$ cat src/sv/mka_pkg.sv
// Package: codes, register layout and the line-to-action table of the menu key autorepeat.
package mka_pkg;

   localparam int unsigned BTN_W  = 8;
   localparam int unsigned TIME_W = 32;
   localparam int unsigned ACT_W  = 3;
   localparam int unsigned DLY_W  = 24;
   localparam int unsigned ADDR_W = 3;
   localparam int unsigned DATA_W = 32;

   // action codes
   localparam logic [ACT_W-1:0] ACT_NONE   = 3'd0;
   localparam logic [ACT_W-1:0] ACT_LEFT   = 3'd1;
   localparam logic [ACT_W-1:0] ACT_RIGHT  = 3'd2;
   localparam logic [ACT_W-1:0] ACT_UP     = 3'd3;
   localparam logic [ACT_W-1:0] ACT_DOWN   = 3'd4;
   localparam logic [ACT_W-1:0] ACT_SELECT = 3'd5;
   localparam logic [ACT_W-1:0] ACT_EXIT   = 3'd6;
   localparam logic [ACT_W-1:0] ACT_BACK   = 3'd7;

   // repeat phases
   localparam logic [1:0] PHASE_IDLE    = 2'd0;
   localparam logic [1:0] PHASE_INITIAL = 2'd1;
   localparam logic [1:0] PHASE_REPEAT  = 2'd2;

   // register indexes, taken from paddr[2]
   localparam logic REG_INITIAL_DELAY   = 1'b0;
   localparam logic REG_REPEAT_INTERVAL = 1'b1;

   localparam logic [DLY_W-1:0] INITIAL_DELAY_RST   = 24'd200000;
   localparam logic [DLY_W-1:0] REPEAT_INTERVAL_RST = 24'd50000;

   typedef struct packed {
      logic [DLY_W-1:0] initial_delay_us;
      logic [DLY_W-1:0] repeat_interval_us;
   } cfg_type;

   function automatic logic [ACT_W-1:0] line_action(input logic [2:0] line);
      logic [ACT_W-1:0] act;
      unique case (line)
         3'd0: act = ACT_LEFT;
         3'd1: act = ACT_RIGHT;
         3'd2: act = ACT_UP;
         3'd3: act = ACT_DOWN;
         3'd4: act = ACT_SELECT;
         3'd5: act = ACT_SELECT;
         3'd6: act = ACT_EXIT;
         default: act = ACT_BACK;
      endcase
      return act;
   endfunction

   // highest newly pressed line wins
   function automatic logic [ACT_W-1:0] pick_action(input logic [BTN_W-1:0] fresh);
      logic [ACT_W-1:0] act;
      act = ACT_NONE;
      for (int i = 0; i < BTN_W; i++) begin
         if (fresh[i]) begin
            act = line_action(3'(i));
         end
      end
      return act;
   endfunction

endpackage

$ cat src/sv/mka_if.sv
// Interfaces: poll request channel and action response channel.
interface mka_req_if;
   logic                         valid;
   logic                         ready;
   logic [mka_pkg::BTN_W-1:0]    buttons_now;
   logic [mka_pkg::TIME_W-1:0]   time_now_us;

   modport source (output valid, output buttons_now, output time_now_us, input ready);
   modport sink   (input valid, input buttons_now, input time_now_us, output ready);
endinterface

interface mka_rsp_if;
   logic                         valid;
   logic                         ready;
   logic [mka_pkg::ACT_W-1:0]    action;
   logic                         is_repeat;

   modport source (output valid, output action, output is_repeat, input ready);
   modport sink   (input valid, input action, input is_repeat, output ready);
endinterface

$ cat src/sv/menu_key_autorepeat.sv
// Top level: poll input register, autorepeat core, action output register, APB settings.
//
//   channel   dir   handshake            beat contents
//   req_ch    in    valid/ready          buttons_now[7:0], time_now_us[31:0]
//   rsp_ch    out   valid/ready          action[2:0], is_repeat
//   csr_*     in    APB setup/access     initial_delay_us @0x0, repeat_interval_us @0x4
//
// One poll per cycle sustained while rsp_ch is ready; a taken poll passes the input register
// and then the result register before its action is offered, behind the one subtract and
// two compares in the core. Synchronous active-high reset clears both stage valids and the
// core state; settings return to 200000 us and 50000 us. A stalled rsp_ch holds the result
// register; the input register keeps taking one more beat until it too is full.
module menu_key_autorepeat (
   input  logic                         clock,
   input  logic                         reset,
   mka_req_if.sink                      req_ch,
   mka_rsp_if.source                    rsp_ch,
   input  logic                         csr_psel,
   input  logic                         csr_penable,
   input  logic                         csr_pwrite,
   input  logic [mka_pkg::ADDR_W-1:0]   csr_paddr,
   input  logic [mka_pkg::DATA_W-1:0]   csr_pwdata,
   output logic [mka_pkg::DATA_W-1:0]   csr_prdata,
   output logic                         csr_pready
);

   mka_pkg::cfg_type cfg;

   logic                       in_valid_ff;
   logic [mka_pkg::BTN_W-1:0]  in_btn_ff;
   logic [mka_pkg::TIME_W-1:0] in_time_ff;
   logic                       out_valid_ff;
   logic [mka_pkg::ACT_W-1:0]  out_act_ff;
   logic                       out_rep_ff;

   logic                       out_load;
   logic                       in_take;
   logic [mka_pkg::ACT_W-1:0]  core_act;
   logic                       core_rep;

   mka_cfg_regs u_cfg (
      .clock       (clock),
      .reset       (reset),
      .csr_psel    (csr_psel),
      .csr_penable (csr_penable),
      .csr_pwrite  (csr_pwrite),
      .csr_paddr   (csr_paddr),
      .csr_pwdata  (csr_pwdata),
      .csr_prdata  (csr_prdata),
      .csr_pready  (csr_pready),
      .cfg         (cfg)
   );

   // advance the input beat when the result register is free or draining
   assign out_load     = in_valid_ff & (~out_valid_ff | rsp_ch.ready);
   assign in_take      = req_ch.valid & req_ch.ready;
   assign req_ch.ready = ~in_valid_ff | out_load;

   mka_core u_core (
      .clock       (clock),
      .reset       (reset),
      .cfg         (cfg),
      .load        (out_load),
      .buttons_now (in_btn_ff),
      .time_now_us (in_time_ff),
      .action      (core_act),
      .is_repeat   (core_rep)
   );

   always_ff @(posedge clock) begin
      if (reset) begin
         in_valid_ff  <= 1'b0;
         out_valid_ff <= 1'b0;
      end else begin
         if (in_take) begin
            in_valid_ff <= 1'b1;
         end else if (out_load) begin
            in_valid_ff <= 1'b0;
         end
         if (out_load) begin
            out_valid_ff <= 1'b1;
         end else if (rsp_ch.ready) begin
            out_valid_ff <= 1'b0;
         end
      end
   end

   always_ff @(posedge clock) begin
      if (in_take) begin
         in_btn_ff  <= req_ch.buttons_now;
         in_time_ff <= req_ch.time_now_us;
      end
      if (out_load) begin
         out_act_ff <= core_act;
         out_rep_ff <= core_rep;
      end
   end

   assign rsp_ch.valid     = out_valid_ff;
   assign rsp_ch.action    = out_act_ff;
   assign rsp_ch.is_repeat = out_rep_ff;

   a_rep_has_action: assert property (@(posedge clock) disable iff (reset)
      rsp_ch.valid && rsp_ch.is_repeat |-> rsp_ch.action != mka_pkg::ACT_NONE)
      else $error("repeat flagged with no action");

   a_no_take_when_full: assert property (@(posedge clock) disable iff (reset)
      in_valid_ff && out_valid_ff && !rsp_ch.ready |-> !req_ch.ready)
      else $error("poll taken with both stages full");

   a_load_gives_valid: assert property (@(posedge clock) disable iff (reset)
      out_load |=> out_valid_ff)
      else $error("result register not valid after load");

   a_reset_empty: assert property (@(posedge clock)
      reset |=> !in_valid_ff && !out_valid_ff)
      else $error("stages not empty after reset");

endmodule

$ cat src/sv/mka_cfg_regs.sv
// APB register file for the delay and interval settings.
module mka_cfg_regs (
   input  logic                         clock,
   input  logic                         reset,
   input  logic                         csr_psel,
   input  logic                         csr_penable,
   input  logic                         csr_pwrite,
   input  logic [mka_pkg::ADDR_W-1:0]   csr_paddr,
   input  logic [mka_pkg::DATA_W-1:0]   csr_pwdata,
   output logic [mka_pkg::DATA_W-1:0]   csr_prdata,
   output logic                         csr_pready,
   output mka_pkg::cfg_type             cfg
);

   logic [mka_pkg::DLY_W-1:0] init_ff, init_in;
   logic [mka_pkg::DLY_W-1:0] intv_ff, intv_in;
   logic                      wr_en;
   logic                      reg_sel;

   assign csr_pready = 1'b1;
   assign wr_en      = csr_psel & csr_penable & csr_pwrite;
   assign reg_sel    = csr_paddr[2];

   always_comb begin
      init_in = init_ff;
      intv_in = intv_ff;
      if (wr_en) begin
         unique case (reg_sel)
            mka_pkg::REG_INITIAL_DELAY:   init_in = csr_pwdata[mka_pkg::DLY_W-1:0];
            mka_pkg::REG_REPEAT_INTERVAL: intv_in = csr_pwdata[mka_pkg::DLY_W-1:0];
            default: ;
         endcase
      end
   end

   always_ff @(posedge clock) begin
      if (reset) begin
         init_ff <= mka_pkg::INITIAL_DELAY_RST;
         intv_ff <= mka_pkg::REPEAT_INTERVAL_RST;
      end else begin
         init_ff <= init_in;
         intv_ff <= intv_in;
      end
   end

   always_comb begin
      unique case (reg_sel)
         mka_pkg::REG_INITIAL_DELAY:
            csr_prdata = {{(mka_pkg::DATA_W-mka_pkg::DLY_W){1'b0}}, init_ff};
         default:
            csr_prdata = {{(mka_pkg::DATA_W-mka_pkg::DLY_W){1'b0}}, intv_ff};
      endcase
   end

   assign cfg.initial_delay_us   = init_ff;
   assign cfg.repeat_interval_us = intv_ff;

endmodule

$ cat src/sv/mka_core.sv
// Edge detect, priority pick and repeat timer with the per-poll state.
module mka_core (
   input  logic                         clock,
   input  logic                         reset,
   input  mka_pkg::cfg_type             cfg,
   input  logic                         load,
   input  logic [mka_pkg::BTN_W-1:0]    buttons_now,
   input  logic [mka_pkg::TIME_W-1:0]   time_now_us,
   output logic [mka_pkg::ACT_W-1:0]    action,
   output logic                         is_repeat
);

   logic [mka_pkg::BTN_W-1:0]  prev_ff, prev_in;
   logic [mka_pkg::BTN_W-1:0]  mask_ff, mask_in;
   logic [1:0]                 phase_ff, phase_in;
   logic [mka_pkg::TIME_W-1:0] last_ff, last_in;
   logic [mka_pkg::ACT_W-1:0]  ract_ff, ract_in;

   logic [mka_pkg::BTN_W-1:0]  fresh;
   logic [mka_pkg::ACT_W-1:0]  new_act;
   logic [mka_pkg::TIME_W-1:0] elapsed;
   logic                       held;
   logic                       init_due;
   logic                       intv_due;

   assign fresh    = buttons_now & ~prev_ff;
   assign new_act  = mka_pkg::pick_action(fresh);
   assign elapsed  = time_now_us - last_ff;
   assign held     = |(buttons_now & mask_ff);
   assign init_due = elapsed > {{(mka_pkg::TIME_W-mka_pkg::DLY_W){1'b0}}, cfg.initial_delay_us};
   assign intv_due = elapsed > {{(mka_pkg::TIME_W-mka_pkg::DLY_W){1'b0}}, cfg.repeat_interval_us};

   always_comb begin
      action    = new_act;
      is_repeat = 1'b0;
      prev_in   = buttons_now;
      mask_in   = mask_ff;
      phase_in  = phase_ff;
      last_in   = last_ff;
      ract_in   = ract_ff;
      priority if (new_act != mka_pkg::ACT_NONE) begin
         last_in  = time_now_us;
         phase_in = mka_pkg::PHASE_INITIAL;
         mask_in  = fresh;
         ract_in  = new_act;
      end else if (held) begin
         // first repeat restarts the timer, so the interval check cannot fire too
         if (phase_ff == mka_pkg::PHASE_INITIAL && init_due) begin
            action    = ract_ff;
            is_repeat = 1'b1;
            last_in   = time_now_us;
            phase_in  = mka_pkg::PHASE_REPEAT;
         end else if (phase_ff == mka_pkg::PHASE_REPEAT && intv_due) begin
            action    = ract_ff;
            is_repeat = 1'b1;
            last_in   = time_now_us;
         end
      end
      if (action == mka_pkg::ACT_NONE) begin
         is_repeat = 1'b0;
      end
   end

   always_ff @(posedge clock) begin
      if (reset) begin
         prev_ff  <= '0;
         mask_ff  <= '0;
         phase_ff <= mka_pkg::PHASE_IDLE;
         last_ff  <= '0;
         ract_ff  <= mka_pkg::ACT_NONE;
      end else if (load) begin
         prev_ff  <= prev_in;
         mask_ff  <= mask_in;
         phase_ff <= phase_in;
         last_ff  <= last_in;
         ract_ff  <= ract_in;
      end
   end

endmodule
$ cat src/flat_wrapper.sv
// flat-port wrapper written by rule: the top's interface ports become plain ports
module menu_key_autorepeat_flat 
  (clock, reset, csr_psel, csr_penable, csr_pwrite, csr_paddr, csr_pwdata, csr_prdata, csr_pready, req_ch_valid, req_ch_buttons_now, req_ch_time_now_us, req_ch_ready, rsp_ch_valid, rsp_ch_action, rsp_ch_is_repeat, rsp_ch_ready);
  mka_req_if req_ch_i ();
  mka_rsp_if rsp_ch_i ();
  input  logic clock;
  input  logic reset;
  input  logic csr_psel;
  input  logic csr_penable;
  input  logic csr_pwrite;
  input  logic [mka_pkg::ADDR_W-1:0] csr_paddr;
  input  logic [mka_pkg::DATA_W-1:0] csr_pwdata;
  output logic [mka_pkg::DATA_W-1:0] csr_prdata;
  output logic csr_pready;
  input wire logic [$bits(req_ch_i.valid)-1:0] req_ch_valid;
  input wire logic [$bits(req_ch_i.buttons_now)-1:0] req_ch_buttons_now;
  input wire logic [$bits(req_ch_i.time_now_us)-1:0] req_ch_time_now_us;
  output wire logic [$bits(req_ch_i.ready)-1:0] req_ch_ready;
  output wire logic [$bits(rsp_ch_i.valid)-1:0] rsp_ch_valid;
  output wire logic [$bits(rsp_ch_i.action)-1:0] rsp_ch_action;
  output wire logic [$bits(rsp_ch_i.is_repeat)-1:0] rsp_ch_is_repeat;
  input wire logic [$bits(rsp_ch_i.ready)-1:0] rsp_ch_ready;
  assign req_ch_i.valid = req_ch_valid;
  assign req_ch_i.buttons_now = req_ch_buttons_now;
  assign req_ch_i.time_now_us = req_ch_time_now_us;
  assign req_ch_ready = req_ch_i.ready;
  assign rsp_ch_valid = rsp_ch_i.valid;
  assign rsp_ch_action = rsp_ch_i.action;
  assign rsp_ch_is_repeat = rsp_ch_i.is_repeat;
  assign rsp_ch_i.ready = rsp_ch_ready;
  menu_key_autorepeat u_core (.clock(clock), .reset(reset), .req_ch(req_ch_i), .rsp_ch(rsp_ch_i), .csr_psel(csr_psel), .csr_penable(csr_penable), .csr_pwrite(csr_pwrite), .csr_paddr(csr_paddr), .csr_pwdata(csr_pwdata), .csr_prdata(csr_prdata), .csr_pready(csr_pready));
endmodule
$ cat config.mk
export PLATFORM = sky130hd
export DESIGN_NAME = menu_key_autorepeat_flat
export DESIGN_NICKNAME = d
export VERILOG_FILES = /design/src/sv/mka_pkg.sv /design/src/sv/mka_if.sv /design/src/sv/menu_key_autorepeat.sv /design/src/sv/mka_cfg_regs.sv /design/src/sv/mka_core.sv /design/src/flat_wrapper.sv
export SDC_FILE = /design/constraint.sdc
export NUM_CORES = 1
export LEC_CHECK = 0
export BUFFER_PORTS_ARGS = -buffer_cell sky130_fd_sc_hd__buf_2
export CORE_UTILIZATION = 40
export DETAILED_ROUTE_END_ITERATION = 8
export PLACE_DENSITY = 0.67
export SKIP_LAST_GASP = 1
export SLEW_MARGIN = 0
export SYNTH_ARGS = -nofsm -noshare
export SYNTH_HDL_FRONTEND = slang
export SYNTH_SLANG_ARGS = --single-unit
export TNS_END_PERCENT = 20
$ cat constraint.sdc
create_clock -name clock -period 10.71 [get_ports clock]
set_input_delay 1.071 -clock clock [delete_from_list [all_inputs] [get_ports clock]]
set_output_delay 1.071 -clock clock [all_outputs]
set_load 0.05 [all_outputs]
==> results.yml, run 1 <==
status:
  status: "complete, no violations"
synthesis:
  syn_area_per_cell_sq_um: 8.39
  yosysSeqAreaShare_pct: 37.9
  yosys_most_used_dff: "dfxtp_1"
  synth-simple-area-share_pct: 20.2
  synth_warnings: 0
  synth_area_sq_mm: 0.00893
  synth_xor_area_share_pct: 2.35
  synthMuxAreaShare_pct: 3.77
  synth_fa_ha_area_share_pct: 11.3
  ys_ff_latch: 147
  syn_inst: 1064
  synth_top_family_by_area: "simple AND/OR/NAND/NOR gates"
  synth_compound_area_share_pct: 17.8
  netlist-cell-type-count: 62
  async_flop_share_pct: 0
  synth_edf_count: 44
floorplan:
  dieWidth_um: 151
  rows: 54
  core_area_sq_mm: 0.0218
  initial_core_util_pct: 40.9
  die_h_um: 151
  dieArea_sq_mm: 0.0229
  pin_count: 121
grt:
  met3_usage_pct: 3.61
  track_usage_pct: 19.0
  grt.overflow.total: 0
  grt_pass1_wl_um: 33900
  antenna_found_initial: 0
  grt-busiest-layer: "met2"
  grt_max_degree: 79
  grt_pass1_vias: 7094
  use_met2_pct: 33.1
  grt_use_met1_pct: 22.7
critical_path:
  worstPathRequired_ns: 11.05
  cp.arrival_ns: 5.93
  crit_start: "u_core.in_time_ff[0]"
  critPathMaxFanout: 31
  reg2reg_from: "u_core.in_time_ff[0]"
  crit_type: "reg2reg"
  start_kind: "register"
  r2r_cells: 22
  crit_path_end_kind: "register"
  r2r-end: "u_core.u_core.last_ff[21]"
  r2r_setup_slack_ns: 5.12
  crit_end: "u_core.u_core.last_ff[21]"
layout:
  final_cell_mix: "nand2_1, a21oi_1, dfxtp_1, buf_2, inv_1"
  n_antenna_cell: 0
  fin_cells: 1435
  final_common_cell: "nand2_1"
  postLayoutCellArea_sq_mm: 0.0102
  post-route-util_pct: 46.8
  fin_nets: 1304
  final_layout_size_suffix_gt1_share_pct: 13.2
  syn2layout_area_growth_pct: 14.4
detailed_routing:
  drc: 0
  dr.pass1.iters: 4
  drt-total-wl_um: 20700
  vias: 7410
  vias_per_cell: 5.16
  first_iter_violations: 353
  ant_nets: 0
  wire_per_inst_um: 14.4
timing:
  fin_crit_sh_pct: 52.2
  slew_viol_final: 0
  finClkSkew_ns: 0.0151
  setup_viol: 0
  slew_headroom_pct: 32.4
  worst_slew_pin_slew_ns: 1.01
  period_needed_ns: 5.59
  hold_viol: 0
  fmax_mhz: 179
  rsz0062_at_grt: "no"
  tns_ns: 0
  setup_ws_ns: 5.12
cts:
  ctsResizeCount: 0
  holdBufCountCts: 0
  cts_root_buffer: "clkbuf_16"
  clk_transition_reported_paths_ns: 0.08
  cts_setup_buffers: 0
  tritoncts: "built"
  numCtsBuffers: 17
  numClockSinks: 147
  insertion_delay_ns: 0.44
  h-tree-depth: 4
  cts_buffer_depth: 2
placement:
  place_ws_ns: 5.22
  placed_cells: 1403
  hpwl_um: 15400
  gp_congestion: 0.863
  io_buffers: 101
  placed_area_sq_mm: 0.00958
power_and_ir_drop:
  powerDensity_mw_per_mm2: 158
  combPwrFrac_pct: 22.4
  power_frac_clock_pct: 39.5
  cellLeakagePower_nw: 4.00
  ir_drop_mv: 0.105
  swShare_pct: 32.0
  p_int_mw: 1.10
  power_frac_seq_pct: 38.2
  switchingPower_uw: 516
min_path:
  hp-class: "reg2reg"
job:
  drv_cap: 0
-- cell type report --
type                            instances  area, sq um
Fill cell                            2137        11600
Sequential cell                       147         3380
Inverter                               89          334
Multi-Input combinational cell        783         4980
Clock buffer                           17          425
Tap cell                              280          350
Clock inverter                         15          206
Timing Repair Buffer                  104          531
-- power groups by stage --
| stage | clock network (mW) | logic (mW) | registers, mW |
|---|---|---|---|
| after CTS | 0.650 | 0.362 | 0.615 |
| final | 0.636 | 0.360 | 0.615 |
| after floorplan | 0 | 0.272 | 0.625 |
| after detailed placement | 0 | 0.360 | 0.628 |
| after global routing | 0.672 | 0.408 | 0.618 |
| after global placement | 0 | 0.354 | 0.627 |
-- cells by family (layout without fill, tap and decap cells) --
family | count (synthesis) | after routing
simple gates | 379 | 379
buf+inv | 141 | 225
mux | 33 | 33
compound gates | 258 | 258
xor+xnor | 24 | 24
fa+ha+maj | 80 | 80
flops | 147 | 147
other cells | 2 | 9
-- cells in the mapped netlist (7+ instances only) --
| master | n | area [sq um] |
|---|---|---|
| nand2_1 | 167 | 627 |
| a21oi_1 | 103 | 515 |
| dfxtp_1 | 103 | 2060 |
| inv_1 | 89 | 334 |
| ha_1 | 79 | 988 |
| nand2b_1 | 72 | 450 |
| nor2_1 | 59 | 221 |
| o21ai_0 | 56 | 280 |
| edfxtp_1 | 44 | 1320 |
| clkbuf_1 | 38 | 143 |
| mux2i_1 | 31 | 310 |
| nand4_1 | 22 | 138 |
| nand3_1 | 16 | 80.1 |
| xor2_1 | 13 | 114 |
| a211o_1 | 12 | 105 |
| o211ai_1 | 11 | 82.6 |
| xnor2_1 | 11 | 96.3 |
| buf_4 | 9 | 67.6 |
| nor3_1 | 9 | 45.0 |
| o21a_1 | 9 | 67.6 |
| o21ai_1 | 9 | 45.0 |
| nor2b_1 | 8 | 50.1 |
| a211oi_1 | 7 | 52.6 |
| a21o_1 | 7 | 52.6 |
-- worst max-delay path, cell delays in order (launching register included) --
cell       delay, ns
edfxtp_1        0.36
inv_1           0.09
ha_1            0.16
inv_1           0.05
fa_1            0.42
a211oi_1        0.30
o211ai_1        0.21
nand2_1         0.16
o21a_1          0.17
o21bai_1        0.13
a31oi_1         0.25
o21ai_0         0.15
xor2_1          0.25
ha_1            0.27
nand2_1         0.08
o21ai_0         0.08
a2111oi_0       0.40
o21ai_0         0.15
a41oi_1         0.31
o2111ai_1       0.27
o2111ai_2       0.34
nand3_4         0.52
mux2i_1         0.35
-- registers in the layout, summed over array words and instances (netlist names) --
name / flops
u_core.in_btn_ff: 8
u_core.in_time_ff: 32
u_core.in_valid_ff: 1
u_core.rsp_ch.action: 3
u_core.rsp_ch.is_repeat: 1
u_core.rsp_ch.valid: 1
u_core.u_cfg.init_ff: 24
u_core.u_cfg.intv_ff: 24
u_core.u_core.last_ff: 32
u_core.u_core.mask_ff: 8
u_core.u_core.phase_ff: 2
u_core.u_core.prev_ff: 8
u_core.u_core.ract_ff: 3
-- layer usage --
metal  share of wire (%)  up-vias
met2                  48      148
met4                 2.6        0
li1                    -     3840
met3                 4.4       30
met5                   0        -
met1                  45     3392
-- worst min-delay path by stage --
stage,startpoint,end,cells after the start
finish,u_core.u_core.prev_ff[2],u_core.u_core.prev_ff[2],2
global route,u_core.u_cfg.init_ff[23],u_core.u_cfg.init_ff[23],2
detailed placement,u_core.u_core.prev_ff[0],u_core.u_core.prev_ff[0],2
floorplan,u_core.u_core.prev_ff[0],u_core.u_core.prev_ff[0],2
global placement,u_core.u_core.prev_ff[0],u_core.u_core.prev_ff[0],2
CTS,u_core.u_core.prev_ff[0],u_core.u_core.prev_ff[0],2
-- stage by stage --
| step | power (mW) | hold slack, ns |
|---|---|---|
| final | 1.61 | 0.451 |
| after global routing | 1.70 | 0.472 |
| after CTS | 1.63 | 0.455 |
| after detailed placement | 0.987 | 0.444 |
| after global placement | 0.982 | 0.440 |
| after floorplan | 0.898 | 0.431 |
Power figures use the tool's default switching activity.
==> run 2, diff against run 1 <==
- ABC_AREA: default -> 1
- clock period: 10.71 -> 5.5 ns (I/O delays scaled with it)
==> run 2 against run 1 <==
Net effect: non-clock buffer count is 2 higher; clock power is 86% higher; sequential power grew 97%; synthesized cell count grew 16%; global-route usage is essentially flat; setup slack worse by 4.3 ns; critical endpoint is now u_core.u_core.last_ff[5]; maximum frequency increased by 20%; critical path depth increased by 5.
==> results.yml, run 2 <==
status:
  status: "complete, no violations"
layout:
  reg.largest.list: "u_core.in_time_ff (32), u_core.u_core.last_ff (32)"
  fin_nets: 1484
  fin_cells: 1615
  final_layout_size_suffix_gt1_share_pct: 12.1
  syn2layout_area_growth_pct: 14.6
  final_common_cell: "nand2_1"
  n_antenna_cell: 0
  post-route-util_pct: 46.6
  final_cell_mix: "nand2_1, inv_1, nor2_1, a21oi_1, dfxtp_1"
  postLayoutCellArea_sq_mm: 0.0101
  fillCellCount: 2164
critical_path:
  r2r-end: "u_core.u_core.last_ff[5]"
  worstPathRequired_ns: 5.82
  start_kind: "register"
  cp.arrival_ns: 4.99
  critPathMaxFanout: 32
  r2r_setup_slack_ns: 0.83
  r2r_cells: 27
  crit_end: "u_core.u_core.last_ff[5]"
  crit_type: "reg2reg"
  crit_path_end_kind: "register"
  reg2reg_from: "u_core.in_time_ff[0]"
  crit_start: "u_core.in_time_ff[0]"
synthesis:
  yosysSeqAreaShare_pct: 38.2
  synthTopCellsByCount: "nand2_1, inv_1, nor2_1"
  synth_edf_count: 44
  syn_inst: 1231
  synth_top_area_share_pct: 23.3
  yosys-top-cells-area: "dfxtp_1, edfxtp_1, ha_1, nand2_1, inv_1"
  yosys.area.top_type: "dfxtp_1"
  yosys_most_used_dff: "dfxtp_1"
  synth_warnings: 0
  syn_area_per_cell_sq_um: 7.19
  synth.most_common_cell: "nand2_1"
  ys_ff_latch: 147
  netlist-cell-type-count: 39
  synth_area_sq_mm: 0.00885
  async_flop_share_pct: 0
timing:
  setup_ws_ns: 0.832
  rsz0062_at_grt: "no"
  slew_headroom_pct: 31.2
  worst_slew_pin_slew_ns: 1.03
  setup_viol: 0
  hold_viol: 0
  slew_viol_final: 0
  fin_crit_sh_pct: 84.9
  finClkSkew_ns: 0.0103
  tns_ns: 0
  whs_ns: 0.290
  fmax_mhz: 214
  period_needed_ns: 4.67
grt:
  track_usage_pct: 19.0
  use_met2_pct: 31.0
  grt_pass1_wl_um: 33700
  grt.overflow.total: 0
  met3_usage_pct: 3.70
  grt_max_degree: 50
  antenna_found_initial: 0
  grt_pass1_vias: 7096
  grt-busiest-layer: "met2"
  grt_use_met1_pct: 25.6
power_and_ir_drop:
  cellLeakagePower_nw: 4.89
  combPwrFrac_pct: 26.4
  power_frac_clock_pct: 36.2
  power_frac_seq_pct: 37.4
  ir_drop_mv: 0.217
  switchingPower_mw: 1.10
  power_mw: 3.25
  powerDensity_mw_per_mm2: 320
  p_int_mw: 2.15
  swShare_pct: 33.9
floorplan:
  dieArea_sq_mm: 0.0227
  rows: 54
  pin_count: 121
  die_h_um: 151
  core_area_sq_mm: 0.0218
  initial_core_util_pct: 40.7
  dieWidth_um: 151
cts:
  tritoncts: "built"
  cts_buffer_depth: 2
  holdBufCountCts: 0
  cts_root_buffer: "clkbuf_16"
  cts_setup_buffers: 0
  clk_transition_reported_paths_ns: 0.07
  ctsResizeCount: 0
  numCtsBuffers: 17
  h-tree-depth: 4
  insertion_delay_ns: 0.43
  numClockSinks: 147
detailed_routing:
  wire_per_inst_um: 12.8
  first_iter_violations: 421
  vias_per_cell: 4.76
  drc: 0
  vias: 7692
  ant_nets: 0
  drt-total-wl_um: 20700
  dr.pass1.iters: 5
min_path:
  hp-class: "in2reg"
placement:
  placed_cells: 1583
  hpwl_um: 15600
  place_ws_ns: 0.928
  io_buffers: 101
  gp_congestion: 0.882
  placed_area_sq_mm: 0.00956
job:
  drv_cap: 0
[run 2: cell count changes in the layout (fill, tap and decap cells not counted), sizes merged, moves of 31 or more]
| cell | change |
|---|---|
| inv | +114 |
| nand2 | +103 |
| nor2 | +80 |
| nand2b | -72 |
| o21ai | +63 |
| mux2i | -31 |
[run 2: worst max-delay path, stage by stage (launching register included)]
cell and delay (ns):
edfxtp_1 0.38, inv_1 0.07, ha_1 0.13, inv_1 0.07, fa_1 0.44, nand2_1 0.13, nand2_1 0.08, nand3_1 0.08
nand2_1 0.09, nand2_1 0.09, nand2_2 0.08, a31oi_1 0.17, xnor2_1 0.19, ha_1 0.34, nand4_1 0.11, nor2_1 0.21
nor4b_1 0.38, o21ai_0 0.16, nand3_1 0.11, nand2_1 0.08, nand3_1 0.08, nand2_1 0.06, nand2_2 0.11, nand2_2 0.07
nand2_4 0.28, clkinv_4 0.29, nor2_1 0.18, nor2_1 0.06
[run 2: worst min path at each step]
stage / start / end / cells after the start
floorplan: u_core.u_core.ract_ff[0] / u_core.u_core.ract_ff[0] / 2
global placement: u_core.u_core.ract_ff[0] / u_core.u_core.ract_ff[0] / 2
detailed placement: u_core.u_core.ract_ff[0] / u_core.u_core.ract_ff[0] / 2
CTS: req_ch_time_now_us[15] / u_core.in_time_ff[15] / 1
global route: req_ch_time_now_us[10] / u_core.in_time_ff[10] / 1
finish: req_ch_time_now_us[8] / u_core.in_time_ff[8] / 1
[run 2: layout make-up]
cell class / instances / area [sq um] / share of cell area [%]
multi-input combinational: 843 / 4500 / 44.3
sequential: 147 / 3380 / 33.3
inverter: 207 / 782 / 7.71
timing repair buffer: 106 / 543 / 5.35
clock buffer: 18 / 450 / 4.44
tap: 280 / 350 / 3.45
clock inverter: 14 / 139 / 1.37
[run 2: cells by family (layout without fill, tap and decap cells)]
family | count (synthesis) | count (layout) | share of synthesized area, %
adder cells (fa/ha/maj) | 80 | 80 | 11.4
AO/OA/AOI/OAI | 264 | 264 | 15.5
AND/OR/NAND/NOR | 467 | 467 | 21.3
XOR/XNOR | 23 | 23 | 2.28
other | 2 | 9 | 0.0848
flip-flops | 147 | 147 | 38.2
buffers and inverters | 248 | 345 | 11.3
[run 2: power groups by stage]
stage | combinational [mW] | clock [mW] | sequential, mW
final | 0.858 | 1.18 | 1.21
after floorplan | 0.648 | 0 | 1.23
after global placement | 0.838 | 0 | 1.23
after global routing | 0.985 | 1.24 | 1.22
after detailed placement | 0.851 | 0 | 1.24
after CTS | 0.859 | 1.20 | 1.21
[run 2: per-layer routing]
metal / vias up / share of wire (%)
li1: 4133 / -
met1: 3390 / 50
met2: 156 / 45
met3: 13 / 4.1
met4: 0 / 1.2
met5: - / 0
